## src/hdl/fsp_pkg.sv

```systemverilog
// ----------------------------------------------------------------------------
// fsp_pkg
// Shared types and codes for the format specifier parser.
// ----------------------------------------------------------------------------
`default_nettype none

package fsp_pkg;

  typedef enum logic [2:0] {
    PH_SCAN  = 3'd0,
    PH_FLAGS = 3'd1,
    PH_WIDTH = 3'd2,
    PH_DOT   = 3'd3,
    PH_PREC  = 3'd4,
    PH_LEN_L = 3'd5,
    PH_LEN_H = 3'd6,
    PH_CONV  = 3'd7
  } phase_t;

  localparam logic [2:0] LEN_NONE = 3'd0;
  localparam logic [2:0] LEN_HH   = 3'd1;
  localparam logic [2:0] LEN_H    = 3'd2;
  localparam logic [2:0] LEN_L    = 3'd3;
  localparam logic [2:0] LEN_LL   = 3'd4;

  localparam int FLAG_ALT   = 0;
  localparam int FLAG_SPACE = 1;
  localparam int FLAG_LEFT  = 2;
  localparam int FLAG_PLUS  = 3;
  localparam int FLAG_ZERO  = 4;

  localparam logic [7:0] CH_NUL     = 8'h00;
  localparam logic [7:0] CH_PERCENT = 8'h25;
  localparam logic [7:0] CH_DOT     = 8'h2e;
  localparam logic [7:0] CH_LOW_L   = 8'h6c;
  localparam logic [7:0] CH_LOW_H   = 8'h68;
  localparam logic [7:0] CH_MINUS   = 8'h2d;
  localparam logic [7:0] CH_HASH    = 8'h23;
  localparam logic [7:0] CH_PLUS    = 8'h2b;
  localparam logic [7:0] CH_SPACE   = 8'h20;
  localparam logic [7:0] CH_ZERO    = 8'h30;
  localparam logic [7:0] CH_NINE    = 8'h39;

  typedef struct packed {
    phase_t      phase;
    logic [4:0]  flags;
    logic        width_seen;
    logic        prec_seen;
    logic [2:0]  length;
  } ctrl_t;

  typedef struct packed {
    logic        is_end;
    logic        alt_form;
    logic        space_sign;
    logic        left_justify;
    logic        show_sign;
    logic        pad_zero;
    logic        has_width;
    logic [15:0] width_value;
    logic        has_precision;
    logic [15:0] precision_value;
    logic [2:0]  length_mod;
    logic [7:0]  conversion;
  } result_t;

endpackage

`default_nettype wire

```

## src/hdl/fsp_step.sv

```systemverilog
// ----------------------------------------------------------------------------
// fsp_step
// Next-state and result logic for one format byte.
// ----------------------------------------------------------------------------
`default_nettype none

module fsp_step #(
  parameter int NUM_BITS = 16
) (
  input  wire logic [7:0]          ch,
  input  wire fsp_pkg::ctrl_t      st,
  input  wire logic [NUM_BITS-1:0] width_acc,
  input  wire logic [NUM_BITS-1:0] prec_acc,
  output fsp_pkg::ctrl_t           st_next,
  output logic [NUM_BITS-1:0]      width_next,
  output logic [NUM_BITS-1:0]      prec_next,
  output logic                     emit,
  output fsp_pkg::result_t         res
);

  localparam logic [NUM_BITS-1:0] CountMax = {NUM_BITS{1'b1}};

  function automatic logic [NUM_BITS-1:0] accum(input logic [NUM_BITS-1:0] acc,
                                                input logic [7:0] c);
    logic [NUM_BITS+3:0] wide;
    logic [NUM_BITS+3:0] sum;
    wide = {4'd0, acc};
    sum  = (wide << 3) + (wide << 1) + {{NUM_BITS{1'b0}}, c[3:0]};
    if (sum > {4'd0, CountMax}) begin
      return CountMax;
    end
    return sum[NUM_BITS-1:0];
  endfunction

  function automatic logic [15:0] low16(input logic [NUM_BITS-1:0] v);
    logic [NUM_BITS+15:0] ext;
    ext = {16'd0, v};
    return ext[15:0];
  endfunction

  logic       digit;
  logic       blank;
  logic       is_end;
  logic [7:0] conv;
  logic [2:0] len;
  logic       tail;

  assign digit = (ch >= fsp_pkg::CH_ZERO) && (ch <= fsp_pkg::CH_NINE);

  always_comb begin
    st_next    = st;
    width_next = width_acc;
    prec_next  = prec_acc;
    emit       = 1'b0;
    blank      = 1'b0;
    is_end     = 1'b0;
    conv       = fsp_pkg::CH_NUL;
    len        = st.length;
    tail       = 1'b0;

    if (st.phase == fsp_pkg::PH_SCAN) begin
      if (ch == fsp_pkg::CH_NUL) begin
        emit   = 1'b1;
        blank  = 1'b1;
        is_end = 1'b1;
      end else if (ch == fsp_pkg::CH_PERCENT) begin
        st_next.phase = fsp_pkg::PH_FLAGS;
      end
    end else if (ch == fsp_pkg::CH_NUL) begin
      emit   = 1'b1;
      is_end = 1'b1;
    end else begin
      unique case (st.phase)
        fsp_pkg::PH_FLAGS: begin
          priority if (ch == fsp_pkg::CH_HASH) begin
            st_next.flags[fsp_pkg::FLAG_ALT] = 1'b1;
          end else if (ch == fsp_pkg::CH_SPACE) begin
            st_next.flags[fsp_pkg::FLAG_SPACE] = 1'b1;
          end else if (ch == fsp_pkg::CH_MINUS) begin
            st_next.flags[fsp_pkg::FLAG_LEFT] = 1'b1;
          end else if (ch == fsp_pkg::CH_PLUS) begin
            st_next.flags[fsp_pkg::FLAG_PLUS] = 1'b1;
          end else if (ch == fsp_pkg::CH_ZERO) begin
            st_next.flags[fsp_pkg::FLAG_ZERO] = 1'b1;
          end else if (digit) begin
            st_next.width_seen = 1'b1;
            width_next         = accum('0, ch);
            st_next.phase      = fsp_pkg::PH_WIDTH;
          end else if (ch == fsp_pkg::CH_DOT) begin
            st_next.phase = fsp_pkg::PH_DOT;
          end else begin
            tail = 1'b1;
          end
        end
        fsp_pkg::PH_WIDTH: begin
          priority if (digit) begin
            width_next = accum(width_acc, ch);
          end else if (ch == fsp_pkg::CH_DOT) begin
            st_next.phase = fsp_pkg::PH_DOT;
          end else begin
            tail = 1'b1;
          end
        end
        fsp_pkg::PH_DOT: begin
          if (digit) begin
            st_next.prec_seen = 1'b1;
            prec_next         = accum('0, ch);
            st_next.phase     = fsp_pkg::PH_PREC;
          end else begin
            tail = 1'b1;
          end
        end
        fsp_pkg::PH_PREC: begin
          if (digit) begin
            prec_next = accum(prec_acc, ch);
          end else begin
            tail = 1'b1;
          end
        end
        fsp_pkg::PH_LEN_L: begin
          if (ch == fsp_pkg::CH_LOW_L) begin
            st_next.length = fsp_pkg::LEN_LL;
            st_next.phase  = fsp_pkg::PH_CONV;
          end else begin
            len  = fsp_pkg::LEN_L;
            emit = 1'b1;
            conv = ch;
          end
        end
        fsp_pkg::PH_LEN_H: begin
          if (ch == fsp_pkg::CH_LOW_H) begin
            st_next.length = fsp_pkg::LEN_HH;
            st_next.phase  = fsp_pkg::PH_CONV;
          end else begin
            len  = fsp_pkg::LEN_H;
            emit = 1'b1;
            conv = ch;
          end
        end
        fsp_pkg::PH_CONV: begin
          emit = 1'b1;
          conv = ch;
        end
        fsp_pkg::PH_SCAN: begin
          st_next = st;
        end
      endcase

      if (tail) begin
        priority if (ch == fsp_pkg::CH_LOW_L) begin
          st_next.phase = fsp_pkg::PH_LEN_L;
        end else if (ch == fsp_pkg::CH_LOW_H) begin
          st_next.phase = fsp_pkg::PH_LEN_H;
        end else begin
          emit = 1'b1;
          conv = ch;
        end
      end
    end

    res.is_end          = is_end;
    res.alt_form        = !blank && st.flags[fsp_pkg::FLAG_ALT];
    res.space_sign      = !blank && st.flags[fsp_pkg::FLAG_SPACE];
    res.left_justify    = !blank && st.flags[fsp_pkg::FLAG_LEFT];
    res.show_sign       = !blank && st.flags[fsp_pkg::FLAG_PLUS];
    res.pad_zero        = !blank && st.flags[fsp_pkg::FLAG_ZERO]
                          && !st.flags[fsp_pkg::FLAG_LEFT];
    res.has_width       = !blank && st.width_seen;
    res.width_value     = (!blank && st.width_seen) ? low16(width_acc) : 16'd0;
    res.has_precision   = !blank && st.prec_seen;
    res.precision_value = (!blank && st.prec_seen) ? low16(prec_acc) : 16'd0;
    res.length_mod      = blank ? fsp_pkg::LEN_NONE : len;
    res.conversion      = conv;

    if (emit) begin
      st_next.phase      = fsp_pkg::PH_SCAN;
      st_next.flags      = 5'd0;
      st_next.width_seen = 1'b0;
      st_next.prec_seen  = 1'b0;
      st_next.length     = fsp_pkg::LEN_NONE;
      width_next         = '0;
      prec_next          = '0;
    end else if (st.phase == fsp_pkg::PH_SCAN && ch == fsp_pkg::CH_PERCENT) begin
      st_next.flags      = 5'd0;
      st_next.width_seen = 1'b0;
      st_next.prec_seen  = 1'b0;
      st_next.length     = fsp_pkg::LEN_NONE;
      width_next         = '0;
      prec_next          = '0;
    end
  end

endmodule

`default_nettype wire

```

## src/hdl/format_spec_parser.sv

```systemverilog
// ----------------------------------------------------------------------------
// format_spec_parser
// Printf-style format specifier parser, one format byte per beat.
//
//   channel  direction  handshake          payload
//   input    in         in_valid/in_stall  ch
//   result   out        out_valid/out_stall is_end, flags, width, precision,
//                                          length_mod, conversion
//
// A byte is taken every cycle while in_stall is low; the byte that finishes
// a specifier passes the input register, then the two-entry result queue.
// The parse state is one register update per byte, so the rate is one byte
// per cycle. Reset returns the parser to scanning with all fields cleared.
// in_stall rises only while a byte is held and the result queue is full.
// ----------------------------------------------------------------------------
`default_nettype none

module format_spec_parser #(
  parameter int NUM_BITS = 16
) (
  input  wire logic        clk,
  input  wire logic        rst,
  input  wire logic        in_valid,
  output logic             in_stall,
  input  wire logic [7:0]  ch,
  output logic             out_valid,
  input  wire logic        out_stall,
  output logic             is_end,
  output logic             alt_form,
  output logic             space_sign,
  output logic             left_justify,
  output logic             show_sign,
  output logic             pad_zero,
  output logic             has_width,
  output logic [15:0]      width_value,
  output logic             has_precision,
  output logic [15:0]      precision_value,
  output logic [2:0]       length_mod,
  output logic [7:0]       conversion
);

  logic [7:0]          ch_q;
  logic                ch_valid;
  fsp_pkg::ctrl_t      st;
  fsp_pkg::ctrl_t      st_next;
  logic [NUM_BITS-1:0] width_acc;
  logic [NUM_BITS-1:0] width_next;
  logic [NUM_BITS-1:0] prec_acc;
  logic [NUM_BITS-1:0] prec_next;
  logic                emit;
  fsp_pkg::result_t    res;
  fsp_pkg::result_t    head;
  fsp_pkg::result_t    skid;
  logic                head_valid;
  logic                skid_valid;
  logic                step;
  logic                push;
  logic                pop;

  fsp_step #(
    .NUM_BITS(NUM_BITS)
  ) u_step (
    .ch        (ch_q),
    .st        (st),
    .width_acc (width_acc),
    .prec_acc  (prec_acc),
    .st_next   (st_next),
    .width_next(width_next),
    .prec_next (prec_next),
    .emit      (emit),
    .res       (res)
  );

  assign in_stall  = ch_valid && skid_valid;
  assign step      = ch_valid && !skid_valid;
  assign push      = step && emit;
  assign out_valid = head_valid;
  assign pop       = head_valid && !out_stall;

  always_ff @(posedge clk) begin
    if (rst) begin
      ch_valid      <= 1'b0;
      st.phase      <= fsp_pkg::PH_SCAN;
      st.flags      <= 5'd0;
      st.width_seen <= 1'b0;
      st.prec_seen  <= 1'b0;
      st.length     <= fsp_pkg::LEN_NONE;
      width_acc     <= '0;
      prec_acc      <= '0;
    end else begin
      if (in_valid && !in_stall) begin
        ch_q     <= ch;
        ch_valid <= 1'b1;
      end else if (step) begin
        ch_valid <= 1'b0;
      end
      if (step) begin
        st        <= st_next;
        width_acc <= width_next;
        prec_acc  <= prec_next;
      end
    end
  end

  always_ff @(posedge clk) begin
    if (rst) begin
      head_valid <= 1'b0;
      skid_valid <= 1'b0;
    end else if (skid_valid) begin
      if (pop) begin
        head       <= skid;
        skid_valid <= 1'b0;
      end
    end else if (head_valid) begin
      if (pop && push) begin
        head <= res;
      end else if (pop) begin
        head_valid <= 1'b0;
      end else if (push) begin
        skid       <= res;
        skid_valid <= 1'b1;
      end
    end else if (push) begin
      head       <= res;
      head_valid <= 1'b1;
    end
  end

  assign is_end          = head.is_end;
  assign alt_form        = head.alt_form;
  assign space_sign      = head.space_sign;
  assign left_justify    = head.left_justify;
  assign show_sign       = head.show_sign;
  assign pad_zero        = head.pad_zero;
  assign has_width       = head.has_width;
  assign width_value     = head.width_value;
  assign has_precision   = head.has_precision;
  assign precision_value = head.precision_value;
  assign length_mod      = head.length_mod;
  assign conversion      = head.conversion;

endmodule

`default_nettype wire

```

## config.mk

```make
export PLATFORM = sky130hd
export DESIGN_NAME = format_spec_parser
export DESIGN_NICKNAME = d
export VERILOG_FILES = /design/src/hdl/fsp_pkg.sv /design/src/hdl/fsp_step.sv /design/src/hdl/format_spec_parser.sv
export SDC_FILE = /design/constraint.sdc
export NUM_CORES = 1
export LEC_CHECK = 0
export ABC_AREA = 1
export CORE_MARGIN = 2
export CORE_UTILIZATION = 45
export DETAILED_ROUTE_END_ITERATION = 10
export DONT_BUFFER_PORTS = 1
export SYNTH_ARGS = -nofsm -noshare
export SYNTH_HDL_FRONTEND = slang
export SYNTH_SLANG_ARGS = --single-unit
```

## constraint.sdc

```tcl
create_clock -name clk -period 5.8 [get_ports clk]
set_input_delay 0.58 -clock clk [delete_from_list [all_inputs] [get_ports clk]]
set_output_delay 0.58 -clock clk [all_outputs]
set_load 0.01 [all_outputs]
```

==> summary.json <==
{
  "cts": {
    "clock_sinks": 157,
    "cts_tree": "built",
    "cts_root_buffer_type": "sky130_fd_sc_hd__clkbuf_16",
    "cts_hold_bufs": 0,
    "path_clk_slew_ns": 0.07,
    "ctsHtreeMaxLevel": 4,
    "cts.repair_timing.setup_buffer_count": 0,
    "numCtsBuffers": 17,
    "insertion_delay_ns": 0.43,
    "ctsLongestPathBuffers": 2,
    "cts_repair_resize_count": 0
  },
  "route": {
    "drc": 0,
    "drt-vias-per-instance": 5.10,
    "pre_repair_dr_iteration_count": 5,
    "initialDrtViolationCount": 542,
    "wire_per_inst_um": 14.9,
    "antenna_violating_nets_post_route": 0,
    "route.vias.total": 7155,
    "route.final.wire_length_um": 20900
  },
  "place": {
    "routabilityCongestion": 0.932,
    "dp_hpwl_um": 15500,
    "port-buffer-count": 0
  },
  "sta": {
    "setup_violations": 0,
    "fin_tns_setup_ns": 0,
    "period_needed_ns": 3.52,
    "timing.slew.headroom": 0.210,
    "fin_worst_skew_ns": 0.0135,
    "timing_worst_slew_pin_value_ns": 1.18,
    "layout_worst_path_cycle_share": 0.606,
    "report.final.slew_viol_count": 0,
    "grt_setup_unrepaired": "false",
    "final_hold_viol_count": 0,
    "fmax_mhz": 284
  },
  "setup_path": {
    "ordered_list_of_cells_on_the_worst_path": "fa_1, fa_1, nand3_1, nand3_1, nand2_1, nand2_1, nand2_1, nand2_1, nand2_1, nand2_1, nor2_1, nand2_1, nand2_1, nand2_1, nand4_1, a21oi_1",
    "worst_ep_arrival_time_ns": 3.83,
    "crit_path_frequent_cell": "sky130_fd_sc_hd__nand2_1",
    "crit_path_max_fanout": 11,
    "cp-startpoint": "ch_q[3]",
    "timing.critical_path.required_ns": 6.12,
    "critical_path.top_delay_family": "simple AND/OR/NAND/NOR gates",
    "depth_of_the_most_critical_reg_to_reg_path": 16,
    "slowest_stage": "sky130_fd_sc_hd__edfxtp_1",
    "critical_path.n_buffers_inverters": 0,
    "worst_r2r_startpoint": "ch_q[3]",
    "end_kind": "flip-flop",
    "critical_path.max_stage_delay_ns": 0.62,
    "timing.critical_path.from_type": "flip-flop",
    "critical_path_depth_in_cells": 16,
    "worstSetupPathType": "flip-flop to flip-flop"
  },
  "power_and_ir_drop": {
    "clock_power_share": 0.484,
    "internal-power_mw": 1.91,
    "finalPower_mw": 2.41,
    "switching_share": 0.207,
    "p_switching_mw": 0.499,
    "share_comb_of_total_power": 0.018,
    "power.density_nw_per_um2": 239,
    "peakVddDrop_mv": 0.163,
    "seq_power_share": 0.498,
    "power.static_leakage_nw": 4.62
  },
  "final_layout": {
    "multi_input_logic_area_um2": 4310,
    "layout.area.seq_um2": 4250,
    "layout-drive-gt1-share": 0.0814,
    "area_growth_syn_to_layout_pct": 9.35,
    "num-fill-cells": 1959,
    "layout.nets": 1195
  },
  "die": {
    "dieHeight_um": 147,
    "floorplan.die.width_um": 147,
    "std_cell_rows": 52,
    "boundaryPins": 65,
    "initial_utilization": 0.457,
    "die_area_um2": 21700,
    "core_um2": 20200
  },
  "grt": {
    "first_global_vias": 6750,
    "globalRouteTotalUtil": 0.196,
    "grt_max_degree": 65,
    "globalRouteOverflowTotal": 0,
    "grt_first_pass_wirelength_um": 34100,
    "grt_antenna_before_repair": 4
  },
  "logic_synthesis": {
    "synth_flop_cell": "sky130_fd_sc_hd__edfxtp_1",
    "postSynthRegisterBits": 157,
    "synth.largest_area_cell": "sky130_fd_sc_hd__edfxtp_1",
    "syn-mean-instance-area_um2": 8.21,
    "synth_common_cells": "309 x sky130_fd_sc_hd__nand2_1, 134 x sky130_fd_sc_hd__nor2_1, 127 x sky130_fd_sc_hd__inv_1, 110 x sky130_fd_sc_hd__edfxtp_1, 66 x sky130_fd_sc_hd__a21oi_1",
    "netlist-cell-type-count": 46,
    "synthesis.instances": 1123,
    "synth_edf_count": 110,
    "yosys.area.top_type_share": 0.358,
    "yosys_warnings": 0,
    "synthesis.nets": 1201,
    "synth-seq-area-share": 0.460,
    "post-synth-top-count-cell": "sky130_fd_sc_hd__nand2_1",
    "fraction_of_synthesis_flops_using_an_asynchronous_set_or_reset_pin": 0,
    "yosys-top-cells-area": "sky130_fd_sc_hd__edfxtp_1 36%, sky130_fd_sc_hd__nand2_1 13%, sky130_fd_sc_hd__dfxtp_1 10%",
    "netlist_area_um2": 9230
  },
  "job": {
    "max_cap_violations": 0
  },
  "hold_path": {
    "worst_hold_startpoint": "rst",
    "type_of_the_worst_min_delay_path": "input pin to flip-flop",
    "hold_path_depth": 1
  },
  "run_status": {
    "outcome": "complete, no violations"
  }
}
area by class of cell:
| type | count | area share |
|---|---|---|
| multi-input combinational | 797 | 0.427 |
| sequential | 157 | 0.421 |
| clock buffer | 24 | 0.0541 |
| inverter | 140 | 0.0523 |
| tap | 270 | 0.0335 |
| clock inverter | 8 | 0.00856 |
| timing repair buffer | 4 | 0.00298 |
| antenna | 2 | 0.000496 |
placed cells by master, fill, tap and decap left out, drive strengths merged, types with 2 or more instances in the layout:
cell type  Yosys  routed
nand2        324     324
inv          140     144
nor2         139     139
edfxtp       110     110
a21oi         69      69
o21ai         67      67
ha            62      62
nand3         58      58
dfxtp         47      47
clkbuf        16      24
xor2          17      17
nand4         16      16
nor3           9       9
xnor2          8       8
or2            6       6
fa             4       4
buf           13       4
a31oi          3       3
o211ai         3       3
o21bai         3       3
clkinv         0       3
diode          0       2
a211oi         2       2
a21o           2       2
worst register-to-register path: stages, from the launching register on:
cell and delay, ns:
sky130_fd_sc_hd__edfxtp_1 0.62, sky130_fd_sc_hd__fa_1 0.62, sky130_fd_sc_hd__fa_1 0.49, sky130_fd_sc_hd__nand3_1 0.10, sky130_fd_sc_hd__nand3_1 0.10, sky130_fd_sc_hd__nand2_1 0.08, sky130_fd_sc_hd__nand2_1 0.10, sky130_fd_sc_hd__nand2_1 0.11
sky130_fd_sc_hd__nand2_1 0.05, sky130_fd_sc_hd__nand2_1 0.06, sky130_fd_sc_hd__nand2_1 0.05, sky130_fd_sc_hd__nor2_1 0.28, sky130_fd_sc_hd__nand2_1 0.33, sky130_fd_sc_hd__nand2_1 0.20, sky130_fd_sc_hd__nand2_1 0.06, sky130_fd_sc_hd__nand4_1 0.11
sky130_fd_sc_hd__a21oi_1 0.07
state kept, by name, indices dropped and copies added (netlist names):
signal and count:
skid 51, prec_acc 16, precision_value 16, width_acc 16, width_value 16, st 12
ch_q 8, conversion 8, length_mod 3, alt_form 1, ch_valid 1, has_precision 1
has_width 1, is_end 1, left_justify 1, out_valid 1, pad_zero 1, show_sign 1
skid_valid 1, space_sign 1
power groups by stage:
stage,sequential [mW],clock [mW],combinational (mW)
3_3_place_gp,1.22,0,0.0428
5_1_grt,1.20,1.22,0.0497
3_5_place_dp,1.22,0,0.0434
2_1_floorplan,1.22,0,0.0386
6_report,1.20,1.17,0.0436
4_1_cts,1.20,1.18,0.0436
worst paths after layout:
| kind | end | slack, ns |
|---|---|---|
| setup reg to reg | prec_acc[0] | 2.28 |
| setup / recovery | prec_acc[0] | 2.28 |
| hold / removal | width_acc[14] | 0.21 |
| hold reg to reg | st[5] | 0.46 |
stage by stage:
step / hold slack [ns] / setup WS, ns / utilization / cell area [µm²] / cells
floorplan: 0.432 / 1.54 / - / 9230 / 1123
global placement: 0.446 / 2.35 / 0.469 / 9450 / 1368
detailed placement: 0.453 / 2.30 / 0.469 / 9450 / 1368
CTS: 0.197 / 2.28 / 0.500 / 10100 / 1400
global route: 0.200 / 1.97 / 0.500 / 10100 / 1400
finish: 0.213 / 2.28 / 0.500 / 10100 / 1402
routing by layer:
metal | vias to the layer above | GRT usage | share of wire | wire length [µm]
li1 | 3688 | - | - | -
met1 | 3273 | 0.275 | 0.50 | 10400
met2 | 146 | 0.307 | 0.44 | 9200
met3 | 44 | 0.0388 | 0.038 | 799
met4 | 4 | 0.0639 | 0.024 | 494
met5 | - | 0 | 0.0014 | 30
cells by family (layout without fill, tap and decap cells):
| logic type | Yosys count | count (layout) | share of synthesized area |
|---|---|---|---|
| AND/OR/NAND/NOR | 554 | 554 | 0.261 |
| buffers and inverters | 169 | 176 | 0.0745 |
| flip-flops | 157 | 157 | 0.460 |
| AO/OA/AOI/OAI | 152 | 152 | 0.0879 |
| adder cells (fa/ha/maj) | 66 | 66 | 0.0928 |
| XOR/XNOR | 25 | 25 | 0.0237 |
| other | 0 | 2 | 0 |
Note: power is estimated with default switching activity, not from simulation.
